`config.mk`:
```
export PLATFORM = sky130hd
export DESIGN_NAME = poly_voice_allocator_unit
export DESIGN_NICKNAME = d
export VERILOG_FILES = /design/src/sv/pva_pkg.sv /design/src/sv/poly_voice_allocator_unit.sv /design/src/sv/pva_front.sv /design/src/sv/pva_engine.sv
export VERILOG_INCLUDE_DIRS = /design/src /design/src/sv
export SDC_FILE = /design/constraint.sdc
export NUM_CORES = 1
export LEC_CHECK = 0
export ABC_CLOCK_PERIOD_IN_PS = 7930
export BUFFER_PORTS_ARGS = -buffer_cell sky130_fd_sc_hd__buf_2
export CORE_ASPECT_RATIO = 1.5
export CORE_UTILIZATION = 60
export DETAILED_ROUTE_END_ITERATION = 8
export GPL_ROUTABILITY_DRIVEN = 0
export HOLD_SLACK_MARGIN = 0.12
export PLACE_DENSITY = 0.82
export SYNTH_ARGS = -nofsm -noshare
export SYNTH_HDL_FRONTEND = slang
export SYNTH_SLANG_ARGS = --single-unit
```
`constraint.sdc`:
```
create_clock -name clock -period 7.93 [get_ports clock]
set_input_delay 0 -clock clock [delete_from_list [all_inputs] [get_ports clock]]
set_output_delay 0 -clock clock [all_outputs]
set_load 0.005 [all_outputs]
```
`src/sv/poly_voice_allocator_unit_defines.svh`:
```
// Assertion macros shared by the voice allocator RTL.
`ifndef POLY_VOICE_ALLOCATOR_UNIT_DEFINES_SVH
`define POLY_VOICE_ALLOCATOR_UNIT_DEFINES_SVH

`ifndef SYNTHESIS

// Checked on every rising clock edge outside reset.
`define PVA_ASSERT(lbl, clk, rst, prop, msg) \
   lbl: assert property (@(posedge clk) disable iff (rst) prop) else $error(msg);

// Checked on every rising clock edge, reset included.
`define PVA_ASSERT_ALWAYS(lbl, clk, prop, msg) \
   lbl: assert property (@(posedge clk) prop) else $error(msg);

`else

`define PVA_ASSERT(lbl, clk, rst, prop, msg)
`define PVA_ASSERT_ALWAYS(lbl, clk, prop, msg)

`endif

`endif

```
`src/sv/pva_pkg.sv`:
```
`default_nettype none

package pva_pkg;

   localparam int NUM_VOICES_DEF    = 16;
   localparam int VOICE_COUNT_RESET = 16;
   localparam int QUEUE_DEPTH       = 2;

   // request type codes
   localparam logic [1:0] REQ_NOTE_ON  = 2'd0;
   localparam logic [1:0] REQ_NOTE_OFF = 2'd1;

   // result action codes
   localparam logic [1:0] ACT_ON  = 2'd0;
   localparam logic [1:0] ACT_OFF = 2'd1;
   localparam logic [1:0] ACT_ALL = 2'd2;

   typedef struct packed {
      logic [1:0]  req_type;
      logic [6:0]  key;
      logic [6:0]  velocity;
      logic [15:0] active_mask;
   } req_payload_type;

   typedef struct packed {
      logic [1:0]  action;
      logic [15:0] deliver_mask;
      logic [3:0]  chosen_voice;
      logic        chosen_valid;
      logic [6:0]  out_key;
      logic [6:0]  out_velocity;
   } rsp_payload_type;

   typedef enum logic [1:0] {
      OP_ON,
      OP_OFF,
      OP_ALL
   } op_type;

   typedef struct packed {
      op_type      op;
      logic [6:0]  key;
      logic [6:0]  velocity;
      logic [15:0] active_mask;
   } cmd_type;

   typedef enum logic [1:0] {
      ST_IDLE,
      ST_SCAN,
      ST_DONE
   } eng_state_type;

endpackage

`default_nettype wire

```
`src/sv/poly_voice_allocator_unit.sv`:
```
//  channel | direction | handshake            | payload
//  req     | in        | req_valid/req_stall  | req_payload_type: type, key, velocity, mask
//  rsp     | out       | rsp_valid/rsp_stall  | rsp_payload_type: action, mask, voice, key
//  csr     | in        | csr_valid/csr_ready  | csr_wdata: voice count, 5 bits
//
//  Note-on and note-off pass through dispatch, a scan of one voice per cycle and completion
//  in the back end; broadcasts skip the scan. The per-voice scan with
//  its 64-bit tick compare sets the rate. A two-entry queue takes requests while the back
//  end works or a result waits. Reset is synchronous and clears every voice at once;
//  a voice-count change also clears all voices but keeps the tick counter.
`default_nettype none

module poly_voice_allocator_unit #(
   parameter int NUM_VOICES = pva_pkg::NUM_VOICES_DEF
) (
   input  wire                       clock,
   input  wire                       reset,
   input  wire                       req_valid,
   output logic                      req_stall,
   input  pva_pkg::req_payload_type  req_data,
   output logic                      rsp_valid,
   input  wire                       rsp_stall,
   output pva_pkg::rsp_payload_type  rsp_data,
   input  wire                       csr_valid,
   output logic                      csr_ready,
   input  wire  [4:0]                csr_wdata
);
   import pva_pkg::*;

   logic    cmd_valid;
   logic    cmd_pop;
   cmd_type cmd;

   pva_front u_front (
      .clock     (clock),
      .reset     (reset),
      .req_valid (req_valid),
      .req_stall (req_stall),
      .req_data  (req_data),
      .cmd_valid (cmd_valid),
      .cmd       (cmd),
      .cmd_pop   (cmd_pop)
   );

   pva_engine #(
      .NUM_VOICES (NUM_VOICES)
   ) u_engine (
      .clock     (clock),
      .reset     (reset),
      .cmd_valid (cmd_valid),
      .cmd       (cmd),
      .cmd_pop   (cmd_pop),
      .rsp_valid (rsp_valid),
      .rsp_stall (rsp_stall),
      .rsp_data  (rsp_data),
      .csr_valid (csr_valid),
      .csr_ready (csr_ready),
      .csr_wdata (csr_wdata)
   );

endmodule

`default_nettype wire

```
`src/sv/pva_front.sv`:
```
`default_nettype none
`include "poly_voice_allocator_unit_defines.svh"

module pva_front (
   input  wire                       clock,
   input  wire                       reset,
   input  wire                       req_valid,
   output logic                      req_stall,
   input  pva_pkg::req_payload_type  req_data,
   output logic                      cmd_valid,
   output pva_pkg::cmd_type          cmd,
   input  wire                       cmd_pop
);
   import pva_pkg::*;

   localparam int QPW = (QUEUE_DEPTH > 1) ? $clog2(QUEUE_DEPTH) : 1;
   localparam int QCW = $clog2(QUEUE_DEPTH + 1);

   cmd_type          queue_ff [QUEUE_DEPTH];
   logic [QPW-1:0]   wr_ptr_ff, wr_ptr_in;
   logic [QPW-1:0]   rd_ptr_ff, rd_ptr_in;
   logic [QCW-1:0]   count_ff, count_in;
   logic             push, pop;
   cmd_type          cmd_new;

   assign req_stall = (count_ff == QCW'(QUEUE_DEPTH));
   assign push      = req_valid && !req_stall;
   assign cmd_valid = (count_ff != '0);
   assign pop       = cmd_pop && cmd_valid;
   assign cmd       = queue_ff[rd_ptr_ff];

   // note-on with zero velocity is a note-off
   always_comb begin
      cmd_new.key         = req_data.key;
      cmd_new.velocity    = req_data.velocity;
      cmd_new.active_mask = req_data.active_mask;
      if (req_data.req_type == REQ_NOTE_ON && req_data.velocity != '0) begin
         cmd_new.op = OP_ON;
      end else if (req_data.req_type inside {REQ_NOTE_ON, REQ_NOTE_OFF}) begin
         cmd_new.op = OP_OFF;
      end else begin
         cmd_new.op = OP_ALL;
      end
   end

   always_comb begin
      wr_ptr_in = wr_ptr_ff;
      rd_ptr_in = rd_ptr_ff;
      count_in  = count_ff;
      if (push) begin
         wr_ptr_in = (wr_ptr_ff == QPW'(QUEUE_DEPTH - 1)) ? '0 : wr_ptr_ff + 1'b1;
      end
      if (pop) begin
         rd_ptr_in = (rd_ptr_ff == QPW'(QUEUE_DEPTH - 1)) ? '0 : rd_ptr_ff + 1'b1;
      end
      if (push && !pop) begin
         count_in = count_ff + 1'b1;
      end else if (pop && !push) begin
         count_in = count_ff - 1'b1;
      end
   end

   always_ff @(posedge clock) begin
      if (reset) begin
         wr_ptr_ff <= '0;
         rd_ptr_ff <= '0;
         count_ff  <= '0;
      end else begin
         wr_ptr_ff <= wr_ptr_in;
         rd_ptr_ff <= rd_ptr_in;
         count_ff  <= count_in;
      end
   end

   always_ff @(posedge clock) begin
      if (push) begin
         queue_ff[wr_ptr_ff] <= cmd_new;
      end
   end

   `PVA_ASSERT(a_queue_bound, clock, reset, count_ff <= QCW'(QUEUE_DEPTH), "queue overfilled")

endmodule

`default_nettype wire

```
`src/sv/pva_engine.sv`:
```
`default_nettype none
`include "poly_voice_allocator_unit_defines.svh"

module pva_engine #(
   parameter int NUM_VOICES = pva_pkg::NUM_VOICES_DEF
) (
   input  wire                       clock,
   input  wire                       reset,
   input  wire                       cmd_valid,
   input  pva_pkg::cmd_type          cmd,
   output logic                      cmd_pop,
   output logic                      rsp_valid,
   input  wire                       rsp_stall,
   output pva_pkg::rsp_payload_type  rsp_data,
   input  wire                       csr_valid,
   output logic                      csr_ready,
   input  wire  [4:0]                csr_wdata
);
   import pva_pkg::*;

   localparam int IW = (NUM_VOICES > 1) ? $clog2(NUM_VOICES) : 1;
   localparam int CW = $clog2(NUM_VOICES + 1);
   localparam int CountReset = (VOICE_COUNT_RESET > NUM_VOICES) ? NUM_VOICES
                                                                : VOICE_COUNT_RESET;

   eng_state_type      state_ff, state_in;
   cmd_type            cmd_ff, cmd_in;
   logic [CW-1:0]      scan_ff, scan_in;
   logic [CW-1:0]      count_ff;
   logic               found_match_ff, found_match_in;
   logic [IW-1:0]      match_idx_ff, match_idx_in;
   logic               found_free_ff, found_free_in;
   logic [IW-1:0]      free_idx_ff, free_idx_in;
   logic [IW-1:0]      best_idx_ff, best_idx_in;
   logic [63:0]        best_tick_ff, best_tick_in;
   logic [15:0]        mask_ff, mask_in;
   logic [63:0]        tick_counter_ff;
   logic               rsp_valid_ff, rsp_valid_in;
   rsp_payload_type    rsp_ff, rsp_in;

   logic [NUM_VOICES-1:0] held_valid_ff;
   logic [NUM_VOICES-1:0] tick_valid_ff;
   logic [6:0]            held_note_ff  [NUM_VOICES];
   logic [63:0]           start_tick_ff [NUM_VOICES];

   logic [IW-1:0]      scan_idx;
   logic [IW-1:0]      chosen_idx;
   logic [31:0]        act_ext;
   logic               v_held, v_act, v_hit;
   logic [63:0]        v_tick;
   logic               off_clear, on_commit;
   logic               out_free;
   logic [CW-1:0]      csr_count;
   logic               cfg_clear;
   logic [15:0]        all_mask;

   assign csr_ready = 1'b1;
   assign rsp_valid = rsp_valid_ff;
   assign rsp_data  = rsp_ff;

   assign scan_idx = scan_ff[IW-1:0];
   assign act_ext  = 32'(cmd_ff.active_mask);
   assign v_held   = held_valid_ff[scan_idx];
   assign v_act    = act_ext[scan_idx];
   assign v_hit    = v_held && (held_note_ff[scan_idx] == cmd_ff.key);
   assign v_tick   = tick_valid_ff[scan_idx] ? start_tick_ff[scan_idx] : '0;
   assign out_free = !rsp_valid_ff || !rsp_stall;

   assign chosen_idx = found_match_ff ? match_idx_ff :
                       found_free_ff  ? free_idx_ff  : best_idx_ff;

   always_comb begin
      if (csr_wdata == '0) begin
         csr_count = CW'(1);
      end else if (32'(csr_wdata) > 32'(NUM_VOICES)) begin
         csr_count = CW'(NUM_VOICES);
      end else begin
         csr_count = CW'(csr_wdata);
      end
   end
   assign cfg_clear = csr_valid && csr_ready && (csr_count != count_ff);

   always_comb begin
      for (int i = 0; i < 16; i++) begin
         all_mask[i] = (32'(i) < 32'(count_ff));
      end
   end

   always_comb begin
      state_in       = state_ff;
      cmd_in         = cmd_ff;
      scan_in        = scan_ff;
      found_match_in = found_match_ff;
      match_idx_in   = match_idx_ff;
      found_free_in  = found_free_ff;
      free_idx_in    = free_idx_ff;
      best_idx_in    = best_idx_ff;
      best_tick_in   = best_tick_ff;
      mask_in        = mask_ff;
      rsp_in         = rsp_ff;
      rsp_valid_in   = rsp_valid_ff && rsp_stall;
      cmd_pop        = 1'b0;
      off_clear      = 1'b0;
      on_commit      = 1'b0;
      case (state_ff)
         ST_IDLE: begin
            if (cmd_valid) begin
               cmd_pop        = 1'b1;
               cmd_in         = cmd;
               scan_in        = '0;
               found_match_in = 1'b0;
               found_free_in  = 1'b0;
               mask_in        = '0;
               state_in       = (cmd.op == OP_ALL) ? ST_DONE : ST_SCAN;
            end
         end
         ST_SCAN: begin
            if (cmd_ff.op == OP_ON) begin
               if (!found_match_ff && v_hit && v_act) begin
                  found_match_in = 1'b1;
                  match_idx_in   = scan_idx;
               end
               if (!found_free_ff && !v_held && !v_act) begin
                  found_free_in = 1'b1;
                  free_idx_in   = scan_idx;
               end
               // strict compare keeps the lowest index on a tie
               if (scan_ff == '0 || v_tick < best_tick_ff) begin
                  best_idx_in  = scan_idx;
                  best_tick_in = v_tick;
               end
            end else if (v_hit) begin
               mask_in   = mask_ff | (16'(1) << scan_idx);
               off_clear = 1'b1;
            end
            scan_in = scan_ff + 1'b1;
            if (scan_ff == count_ff - 1'b1) begin
               state_in = ST_DONE;
            end
         end
         ST_DONE: begin
            if (out_free) begin
               rsp_valid_in        = 1'b1;
               rsp_in.out_key      = cmd_ff.key;
               rsp_in.out_velocity = cmd_ff.velocity;
               rsp_in.chosen_voice = '0;
               rsp_in.chosen_valid = 1'b0;
               case (cmd_ff.op)
                  OP_ON: begin
                     on_commit           = 1'b1;
                     rsp_in.action       = ACT_ON;
                     rsp_in.deliver_mask = 16'(1) << chosen_idx;
                     rsp_in.chosen_voice = 4'(chosen_idx);
                     rsp_in.chosen_valid = 1'b1;
                  end
                  OP_OFF: begin
                     rsp_in.action       = ACT_OFF;
                     rsp_in.deliver_mask = mask_ff;
                  end
                  default: begin
                     rsp_in.action       = ACT_ALL;
                     rsp_in.deliver_mask = all_mask;
                  end
               endcase
               state_in = ST_IDLE;
            end
         end
         default: begin
            state_in = ST_IDLE;
         end
      endcase
   end

   always_ff @(posedge clock) begin
      if (reset) begin
         state_ff        <= ST_IDLE;
         rsp_valid_ff    <= 1'b0;
         tick_counter_ff <= '0;
         count_ff        <= CW'(CountReset);
         held_valid_ff   <= '0;
         tick_valid_ff   <= '0;
      end else begin
         state_ff     <= state_in;
         rsp_valid_ff <= rsp_valid_in;
         if (on_commit) begin
            tick_counter_ff <= tick_counter_ff + 64'd1;
         end
         if (cfg_clear) begin
            count_ff      <= csr_count;
            held_valid_ff <= '0;
            tick_valid_ff <= '0;
         end else begin
            if (off_clear) begin
               held_valid_ff[scan_idx] <= 1'b0;
            end
            if (on_commit) begin
               held_valid_ff[chosen_idx] <= 1'b1;
               tick_valid_ff[chosen_idx] <= 1'b1;
            end
         end
      end
   end

   always_ff @(posedge clock) begin
      cmd_ff         <= cmd_in;
      scan_ff        <= scan_in;
      found_match_ff <= found_match_in;
      match_idx_ff   <= match_idx_in;
      found_free_ff  <= found_free_in;
      free_idx_ff    <= free_idx_in;
      best_idx_ff    <= best_idx_in;
      best_tick_ff   <= best_tick_in;
      mask_ff        <= mask_in;
      rsp_ff         <= rsp_in;
      if (on_commit) begin
         held_note_ff[chosen_idx]  <= cmd_ff.key;
         start_tick_ff[chosen_idx] <= tick_counter_ff;
      end
   end

   `PVA_ASSERT(a_rsp_from_done, clock, reset, $rose(rsp_valid_ff) |-> $past(state_ff == ST_DONE), "result raised outside completion")
   `PVA_ASSERT(a_scan_in_range, clock, reset, (state_ff == ST_SCAN) |-> (scan_ff < count_ff), "scan index past voice count")
   `PVA_ASSERT(a_tick_only_on, clock, reset, (tick_counter_ff != $past(tick_counter_ff)) |-> $past(on_commit), "tick moved without note-on")
   `PVA_ASSERT(a_chosen_flag, clock, reset, rsp_valid_ff |-> (rsp_ff.chosen_valid == (rsp_ff.action == ACT_ON)), "chosen flag disagrees with action")

endmodule

`default_nettype wire
```
Yosys cells after proc, flatten, opt, wreduce, memory -nomap -nowiden

Memory sizes are Yosys's and may differ from the RTL's. A register that Yosys moved wholly into a read port is not among the register bits.
Index checks and enable logic that the tools add are counted.

Bits in registers: 276
Bits in writable memories: 1200
Bits of input ports: 42
Output and inout port bits: 40
Word-level logic and storage cells: 193
Memories kept: 3

Add/sub/neg operators: 7
Magnitude comparators: 23
Eq/ne operators: 17
Shift-type cells: 2
Muxes and demuxes: 63
Bitwise operators: 5
Reduce and logical (&&, ||, !) cells: 46

Memory list:

| name                   | words | bits a word | rd ports | clocked after memory_dff | write ports | line             | text |
|---|---|---|---|---|---|---|---|
| u_engine.start_tick_ff | 16    | 64          | 1        | 1                        | 1           | pva_engine.sv:44 | `logic [63:0] start_tick_ff [NUM_VOICES];` |
| u_engine.held_note_ff  | 16    | 7           | 1        | 1                        | 1           | pva_engine.sv:43 | `logic [6:0] held_note_ff [NUM_VOICES];` |
| u_front.queue_ff       | 2     | 32          | 1        | 1                        | 1           | pva_front.sv:19  | `cmd_type queue_ff [QUEUE_DEPTH];` |

Operators by type and width:

| operator                                                                     | count |
|---|---|
| 16-bit two-way mux                                                           | 7 |
| 64-bit by 1-bit adder with 64-bit output (second input constant)             | 1 |
| 64-bit less-than comparator                                                  | 1 |
| 64-bit two-way mux                                                           | 1 |
| 16-bit bitwise OR                                                            | 3 |
| 4-bit by 5-bit less-than comparator with 1-bit output (first input constant) | 8 |
| 18-bit case mux with 2 select lines                                          | 1 |
| 16-bit case mux with 2 select lines                                          | 1 |
| 1-bit by 4-bit left shift with 16-bit output (first input constant)          | 2 |
| 1-bit two-way mux                                                            | 29 |
| 3-bit by 5-bit less-than comparator with 1-bit output (first input constant) | 4 |
| 16-bit bitwise AND                                                           | 1 |
| 2-bit two-way mux                                                            | 8 |
| 4-bit two-way mux                                                            | 4 |
| 16-bit NOT                                                                   | 1 |
| 5-bit two-way mux                                                            | 3 |
| 1-bit logical AND                                                            | 14 |
| 1-bit binary-select mux with 4-bit select                                    | 3 |
| 2-bit by 1-bit inequality test with 1-bit output (second input constant)     | 6 |
| 3-bit AND reduction                                                          | 4 |
| 4-bit AND reduction                                                          | 3 |
| 5-bit logical NOT                                                            | 2 |
| 1-bit by 5-bit less-than comparator with 1-bit output (first input constant) | 2 |
| 2-bit by 5-bit less-than comparator with 1-bit output (first input constant) | 2 |
| 26 further kinds                                                             | 52 |

Logic depth before layout (Yosys ltp)

Gate-level depths: netlist of run 1.

Word-level depth: 11
Depth in mapped cells: 16
Mapped depth without buffers: 12

By module

From an unflattened synthesis of run 1, not the netlist that was laid out.

Cells, all modules: 2916
Area, all modules: 58200.8 µm²

By module, submodules not included:

| module     | instances | cells an instance | area an instance (µm²) | sequential area each (µm²) |
|---|---|---|---|---|
| pva_engine | 1         | 2786              | 55648.4                | 41319.6 |
| pva_front  | 1         | 130               | 2552.4                 | 2021.9 |

Worst setup path after synthesis of run 1

No wires, ideal clock.

Path type: register to register
Start point: register with a tool-made name
End point: register u_engine.best_idx_ff[0] (enable)
Library setup time: 1.094 ns
Arrival: 5.894 ns
Slack: 0.943 ns
Cell stages (with the launch flop): 16
Period minus slack after synthesis: 6.987 ns
Cell sequence: dfxtp_1 -> buf_6 -> buf_2 -> buf_2 -> buf_1 -> mux4_2 -> mux4_2 -> nor2b_1 -> ha_1 -> a211oi_1 -> o21a_1 -> o31a_1 -> o32ai_1 -> a211oi_1 -> a41oi_1 -> o21ai_0

RTL lines:

| item                 | line              | text |
|---|---|---|
| end signal, assigned | pva_engine.sv:211 | `best_idx_ff <= best_idx_in;` |
| end, declared        | pva_engine.sv:34  | `logic [IW-1:0] best_idx_ff, best_idx_in;` |

Final worst setup path of run 1

Start point: register u_engine.scan_ff[0]
End point: register u_engine.best_tick_ff[45] (enable)

Cells in the longest elaborated chain, start to end: 6
Elaborated cells between the ends (all ways): 7

Ends and longest elaborated chain:

| item                                      | line              | text |
|---|---|---|
| start, declared                           | pva_engine.sv:28  | `logic [CW-1:0] scan_ff, scan_in;` |
| start signal, assigned                    | pva_engine.sv:206 | `scan_ff <= scan_in;` |
| 1-bit binary-select mux with 4-bit select | pva_engine.sv:66  | `assign v_tick = tick_valid_ff[scan_idx] ? start_tick_ff[scan_idx] : '0;` |
| 1-bit two-way mux (implied by the code)   | pva_engine.sv:66  |  |
| 64-bit two-way mux                        | pva_engine.sv:66  |  |
| named net u_engine.v_tick[41]             | pva_engine.sv:50  | `logic [63:0] v_tick;` |
| 64-bit less-than comparator               | pva_engine.sv:128 | `if (scan_ff == '0 \|\| v_tick < best_tick_ff) begin` |
| 1-bit logical OR                          | pva_engine.sv:128 |  |
| 3-bit AND reduction (no source line)      | --                |  |
| end signal, assigned                      | pva_engine.sv:212 | `best_tick_ff <= best_tick_in;` |
| end, declared                             | pva_engine.sv:35  | `logic [63:0] best_tick_ff, best_tick_in;` |

The timed path passes the listed nets, and every way through them passes these cells. The select of a mux whose other input is x is not followed.
A chain may end at the register's enable or synchronous reset.

==> results.yml, run 1 <==
floorplan:
  dieArea_um2: 98400
  die_h_um: 384
  die_x_um: 257
  core-area_um2: 96000
  io_pins: 82
  row_count: 139
  initial_core_util: 0.607
detailed_routing:
  wl_per_cell_um: 31.7
  route.met2.wl_um: 75700
  dr.max_layer_used: "met4"
  ant_nets: 0
  vias: 31316
  via_per_inst: 6.89
  route.met3.wl_um: 12900
  drcViolationCount: 0
  wl_met1_um: 47700
  firstDrtPassIters: 7
  drtIter0Drc: 4277
  wirelength_um: 144000
timing:
  relSlewSlack: 0.131
  setup_slack_ns: 1.63
  fin_crit_ns: 6.30
  finalSetupViolCount: 0
  grt_setup_unrepaired: "no"
  finalMaxSlewViolations: 0
  tightest_slew_ns: 1.30
  min_period_over_period: 0.795
  finalClockSkew_ns: 0.0505
  fmax_mhz: 159
  hold_violations: 0
  final.setup.tns_ns: 0
cts:
  cts_sinks: 1481
  cts_tree: "done"
  htree_levels: 3
  post_cts_buffers: 0
  clock_path_buffers: 3
  clock_latency_ns: 0.74
  path_clk_slew_ns: 0.08
  cts_hold_buf: 81
  cts_made_buffers: 119
  post_cts_resize_count: 0
  cts_root_buf: "clkbuf_16"
worst_setup_path:
  crit_fanout: 35
  crit_chain: "mux4_2 > a22o_1 > a221oi_4 > nor2b_1 > ha_1 > a211oi_1 > o21ai_0 > a2111oi_0 > o32ai_1 > a211oi_1 > a41oi_1 > o21ai_4 > buf_4"
  rr_endpoint: "u_engine.best_tick_ff[45]$_DFFE_PP_"
  cp-end-kind: "flip-flop"
  critical_path_depth: 13
  critPathCapture: "u_engine.best_tick_ff[45]$_DFFE_PP_"
  crit_family: "compound AO/OA/AOI/OAI gates"
  cp_common_cell: "a211oi_1"
  critical_path_class: "reg -> reg"
  required_ns: 8.28
  cp_slowest_stage_delay_ns: 0.98
  critPathLaunch: "u_engine.scan_ff[0]$_DFFE_PP_"
  crit-reg2reg-launch: "u_engine.scan_ff[0]$_DFFE_PP_"
  rrSetupSlack_ns: 1.63
  startpoint_type: "flip-flop"
  slowest_stage: "edfxtp_1"
  arrival_ns: 6.65
  crit_buf_inv: 1
  ff2ff_path_depth: 13
synth:
  ys_ff_latch: 1481
  synth-edff-count: 1368
  synth.area.top_cells: "edfxtp_1 (70%), mux4_2 (13%), dfxtp_1 (3.9%)"
  ys_seq_area_frac: 0.743
  synth_nets: 3067
  synth_top_family_by_area: "multiplexers"
  yosys_warnings: 0
  muxShareOfSynthArea: 0.149
  netlist.area_leader.share: 0.705
  yosys.area_share.simple: 0.0398
  synth_fa_ha_area_frac: 0.0157
  yosysUniqueCellTypes: 72
  synthFlopType: "edfxtp_1"
  synth_area_um2: 58300
  synth_compound_area_frac: 0.0271
  async_flop_share: 0
  syn_inst: 2952
  yosys.area.top_type: "edfxtp_1"
  synth-xor-area-share: 0.00961
  syn_avg_cell_area_um2: 19.7
global_route:
  antenna_found_initial: 2
  overflow: 0
  grt_max_degree: 79
  grt_pass1_vias: 32663
  grt_pass1_wl_um: 211000
  grt_usage: 0.296
final_layout:
  nFillCells: 5500
  final_nets: 3286
  drive_gt1_frac: 0.232
  syn_to_final_growth_pct: 11.8
  layout.cells.non_filler: 4545
pwr:
  ir_drop_v: 0.000260
  power_density_nw_per_um2: 308
  p_leak_nw: 21.4
placed_design:
  placed_cells: 4238
  place.port_buffers: 80
  pre_cts_ws_ns: 1.75
  hpwl_um: 74200
min_path:
  hold_path_startpoint: "req_data[20]"
  hold_path_class: "in -> reg"
run:
  max-cap-violations: 0
run_status:
  status: "complete, no violations"
[power breakdown]
| group | switching (mW) | internal, mW | total (mW) |
|---|---|---|---|
| clock network | 2.77 | 3.19 | 5.96 |
| logic | 2.34 | 2.15 | 4.50 |
| registers | 0.506 | 9.12 | 9.63 |
| total | 5.62 | 14.5 | 20.1 |
[state kept, by name, indices dropped and copies added (netlist names), 37 cells and up, named ones only]
name	count
u_engine.best_tick_ff	64
u_engine.held_note_ff	112
u_engine.rsp_data	37
u_engine.start_tick_ff	1024
u_engine.tick_counter_ff	64
u_front.queue_ff	64
[worst min-delay path by stage]
stage | endpoint | slack [ns] | cells after the start
finish | u_front.queue_ff[0][30]$_DFFE_PP_ | 0.41 | 5
global route | u_front.queue_ff[0][30]$_DFFE_PP_ | 0.43 | 5
CTS | u_front.queue_ff[1][30]$_DFFE_PP_ | 0.32 | 5
detailed placement | u_front.queue_ff[1][14]$_DFFE_PP_ | 0.19 | 1
global placement | u_front.queue_ff[0][13]$_DFFE_PP_ | 0.19 | 1
floorplan | u_front.queue_ff[0][0]$_DFFE_PP_ | 0.1 | 0
[Yosys cell counts, types with 3 or more instances]
library cell  count
a211o_1           6
a211oi_1          8
a21o_1            6
a21oi_1          55
a221oi_1          9
a22oi_1          15
a31oi_1          17
and2_1           13
and3_1           19
and4_1            8
buf_1            34
buf_2            21
clkbuf_1         75
dfxtp_1         113
edfxtp_1       1368
ha_1             73
inv_1            88
mux2_2           38
mux2i_1          24
mux4_1            8
mux4_2          346
nand2_1          67
nand2b_1          8
nand3_1          38
nand4_1          27
nor2_1          125
nor2b_1          77
nor3_1           21
nor4_1            6
o211ai_1         13
o21a_1           22
o21ai_0          69
o22ai_1           3
or2_2             4
or3_1            17
xnor2_1          23
xor2_1           41
[through the flow]
step,hold slack [ns],util,total power [mW],area [µm²]
after floorplan,0.0989,-,12.8,58300
after global placement,0.188,0.630,13.9,60500
after detailed placement,0.191,0.630,14.1,60500
after CTS,0.323,0.679,20.0,65200
after global routing,0.434,0.679,20.6,65200
final,0.406,0.679,20.1,65200
[cell families after synthesis]
family | Yosys count
compound gates | 247
fa+ha+maj | 73
buf+inv | 226
mux | 416
other cells | 1
flops | 1481
simple gates | 444
xor+xnor | 64
[layout by cell type (no fill, tap or decap), types with 67 or more instances in the layout]
cell type	instances
edfxtp_1	1368
mux4_2	346
clkbuf_16	121
dfxtp_1	110
nor2_1	107
inv_1	88
dlygate4sd3_1	81
buf_2	79
nor2b_1	77
ha_1	73
o21ai_0	68
buf_4	68
nand2_1	67
[routing by layer]
metal	vias to the layer above	track usage
met3	494	0.0496
met2	2347	0.515
met1	16076	0.352
met4	0	0.164
li1	12399	-
met5	-	0
[tightest hold or removal path: cells and delay by family]
| kind | cells | cell delay (ns) |
|---|---|---|
| simple gates | 2 | 0.15 |
| buf+inv | 2 | 0.63 |
| compound gates | 1 | 0.20 |
[area by class of cell]
type	instances	area (µm²)	area share
diodes	1	2.50	0.0000384
clock buffers	140	3130	0.0480
clock inverters	85	737	0.0113
inverters	91	344	0.00528
multi-input cells	1245	14200	0.218
flip-flops and latches	1481	43400	0.665
well taps	1269	1590	0.0244
repair buffers	233	1820	0.0279
Note: power is estimated with default switching activity, not from simulation.
==> inputs of run 2 (changes only) <==
- ABC_CLOCK_PERIOD_IN_PS: 7930 -> 5200
- CORE_UTILIZATION: 60 -> 57
- clock period: 7.93 -> 5.2 ns (I/O delays scaled with it)
==> results.yml, run 2 (synthesis results as in run 1) <==
timing:
  fmax_mhz: 198
  relSlewSlack: 0.115
  finalClockSkew_ns: 0.0403
  finalSetupViolCount: 0
  min_period_over_period: 0.973
  hold_violations: 0
  fin_crit_ns: 5.06
  grt_setup_unrepaired: "no"
  tightest_slew_ns: 1.32
  finalMaxSlewViolations: 0
cts:
  cts_sinks: 1481
  cts_tree: "done"
  clock_latency_ns: 0.76
  htree_levels: 3
  cts_made_buffers: 117
  cts_root_buf: "clkbuf_16"
  clock_path_buffers: 3
  path_clk_slew_ns: 0.07
detailed_routing:
  vias: 31342
  firstDrtPassIters: 7
  wl_per_cell_um: 31.1
  ant_nets: 0
  drtIter0Drc: 4349
  wirelength_um: 143000
  via_per_inst: 6.79
  drcViolationCount: 0
pwr:
  p_leak_nw: 21.7
  power_density_nw_per_um2: 472
  total_power_mw: 31.2
  ir_drop_v: 0.000431
worst_setup_path:
  slowest_stage: "o32ai_1"
  crit_fanout: 50
  rrSetupSlack_ns: 0.14
  cp_slowest_stage_delay_ns: 0.59
  critical_path_class: "reg -> reg"
  cp-end-kind: "flip-flop"
  crit_chain: "buf_12 > buf_12 > mux4_2 > mux4_2 > nor2b_1 > ha_1 > o21ai_0 > o21a_1 > o31a_1 > o32ai_1 > buf_4 > a211oi_1 > a41oi_1 > o21ai_4 > buf_12"
  rr_endpoint: "u_engine.best_tick_ff[49]$_DFFE_PP_"
  arrival_ns: 5.50
  startpoint_type: "flip-flop"
  ff2ff_path_depth: 15
  critPathCapture: "u_engine.best_tick_ff[49]$_DFFE_PP_"
  cp_common_cell: "buf_12"
  required_ns: 5.64
global_route:
  grt_pass1_vias: 32653
  antenna_found_initial: 0
  grt_max_degree: 74
  grt_usage: 0.278
  grt_pass1_wl_um: 211000
  overflow: 0
final_layout:
  nFillCells: 6034
  largest_register: "u_engine.start_tick_ff"
  top_regs: "u_engine.start_tick_ff (1024), u_engine.held_note_ff (112)"
  final_nets: 3320
  drive_gt1_frac: 0.244
  multi_input_area_um2: 14200
  syn_to_final_growth_pct: 13.4
  antenna_cells: 0
  largest_reg_flops: 1024
  final_common_cell: "edfxtp_1"
  stdcell_area_um2: 66100
  layout_common_cells: "edfxtp_1 (1,368), mux4_2 (346), clkbuf_16 (118)"
  seq_area_um2: 43400
floorplan:
  core-area_um2: 101000
  row_count: 143
  die_x_um: 263
  dieArea_um2: 104000
  io_pins: 82
  die_h_um: 394
  initial_core_util: 0.576
run_status:
  status: "complete, no violations"
run:
  max-cap-violations: 0
placed_design:
  hpwl_um: 76200
  place.port_buffers: 80
  postPlaceCellArea_um2: 61100
min_path:
  hold_path_class: "in -> reg"
==> run 2: cell types whose count changed in the layout (fill, tap and decap cells not counted), sizes merged <==
cell	previous run	this run
buf	152	192
clkinv	59	36
bufinv	11	20
clkbuf	140	146
clkinvlp	10	16
dlygate4sd3	81	77
diode	1	0
==> run 2: worst min path at each step <==
stage                  from                                end  slack (ns)  cells past startpoint
6_report          csr_valid  u_engine.count_ff[0]$_SDFFE_PP0P_        0.21                      4
5_1_grt        req_data[30]  u_front.queue_ff[0][30]$_DFFE_PP_        0.21                      4
4_1_cts        req_data[30]  u_front.queue_ff[1][30]$_DFFE_PP_        0.13                      4
3_5_place_dp   req_data[25]  u_front.queue_ff[0][25]$_DFFE_PP_        0.19                      1
3_3_place_gp    req_data[7]   u_front.queue_ff[0][7]$_DFFE_PP_        0.19                      1
2_1_floorplan   req_data[0]   u_front.queue_ff[0][0]$_DFFE_PP_         0.1                      0
==> run 2: power breakdown <==
part | leakage (nW) | switching, mW | total [mW] | internal (mW)
clock network | 1.97 | 4.26 | 9.58 | 5.32
logic | 6.18 | 3.62 | 7.10 | 3.48
registers | 13.6 | 0.618 | 14.5 | 13.9
==> run 2: repair_timing <==
| item | in CTS | in global routing |
|---|---|---|
| endpoints found under the hold margin | 164 | 0 |
| hold buffers | 77 | 0 |
| gates resized for setup | 1 | 0 |
| gates cloned | 0 | 0 |
| endpoints found under the setup margin | 68 | 68 |
| buffers inserted | 0 | 7 |
==> run 2: layer usage <==
metal  wire length (µm)  vias to the layer above  track usage  share of wire
li1                   -                    12453            -              -
met4               7560                        0        0.142          0.053
met2              74800                     2236        0.485           0.52
met1              48200                    16170        0.337           0.34
met3              12900                      483       0.0424          0.090
met5                  0                        -            0              0
==> run 2: per-stage QoR <==
step                      hold slack, ns  setup WS (ns)  std cells  setup TNS, ns  utilization
after floorplan                   0.0989          -1.15       2952       -1286.66            -
after global placement             0.189          0.160       4307              0        0.604
after detailed placement           0.192         0.0379       4307              0        0.604
after CTS                          0.133         0.0290       4607              0        0.652
after global routing               0.213         0.0471       4614              0        0.653
final                              0.206          0.140       4614              0        0.653
==> run 2: worst max-delay path: cells and delay by family (launching register included) <==
family                     cells  cell delay [ns]
AOI/OAI and AO/OA              7             1.70
muxes                          2             1.10
buffers and inverters          4             0.94
DFF                            1             0.39
adders and majority gates      1             0.32
and+or+nand+nor                1             0.18
==> run 2: layout make-up <==
| class | count | area share |
|---|---|---|
| Inverter | 91 | 0.00520 |
| Timing Repair Buffer | 269 | 0.0371 |
| Tap cell | 1305 | 0.0247 |
| Sequential cell | 1481 | 0.656 |
| Clock inverter | 77 | 0.0151 |
| Clock buffer | 146 | 0.0475 |
| Multi-Input combinational cell | 1245 | 0.215 |
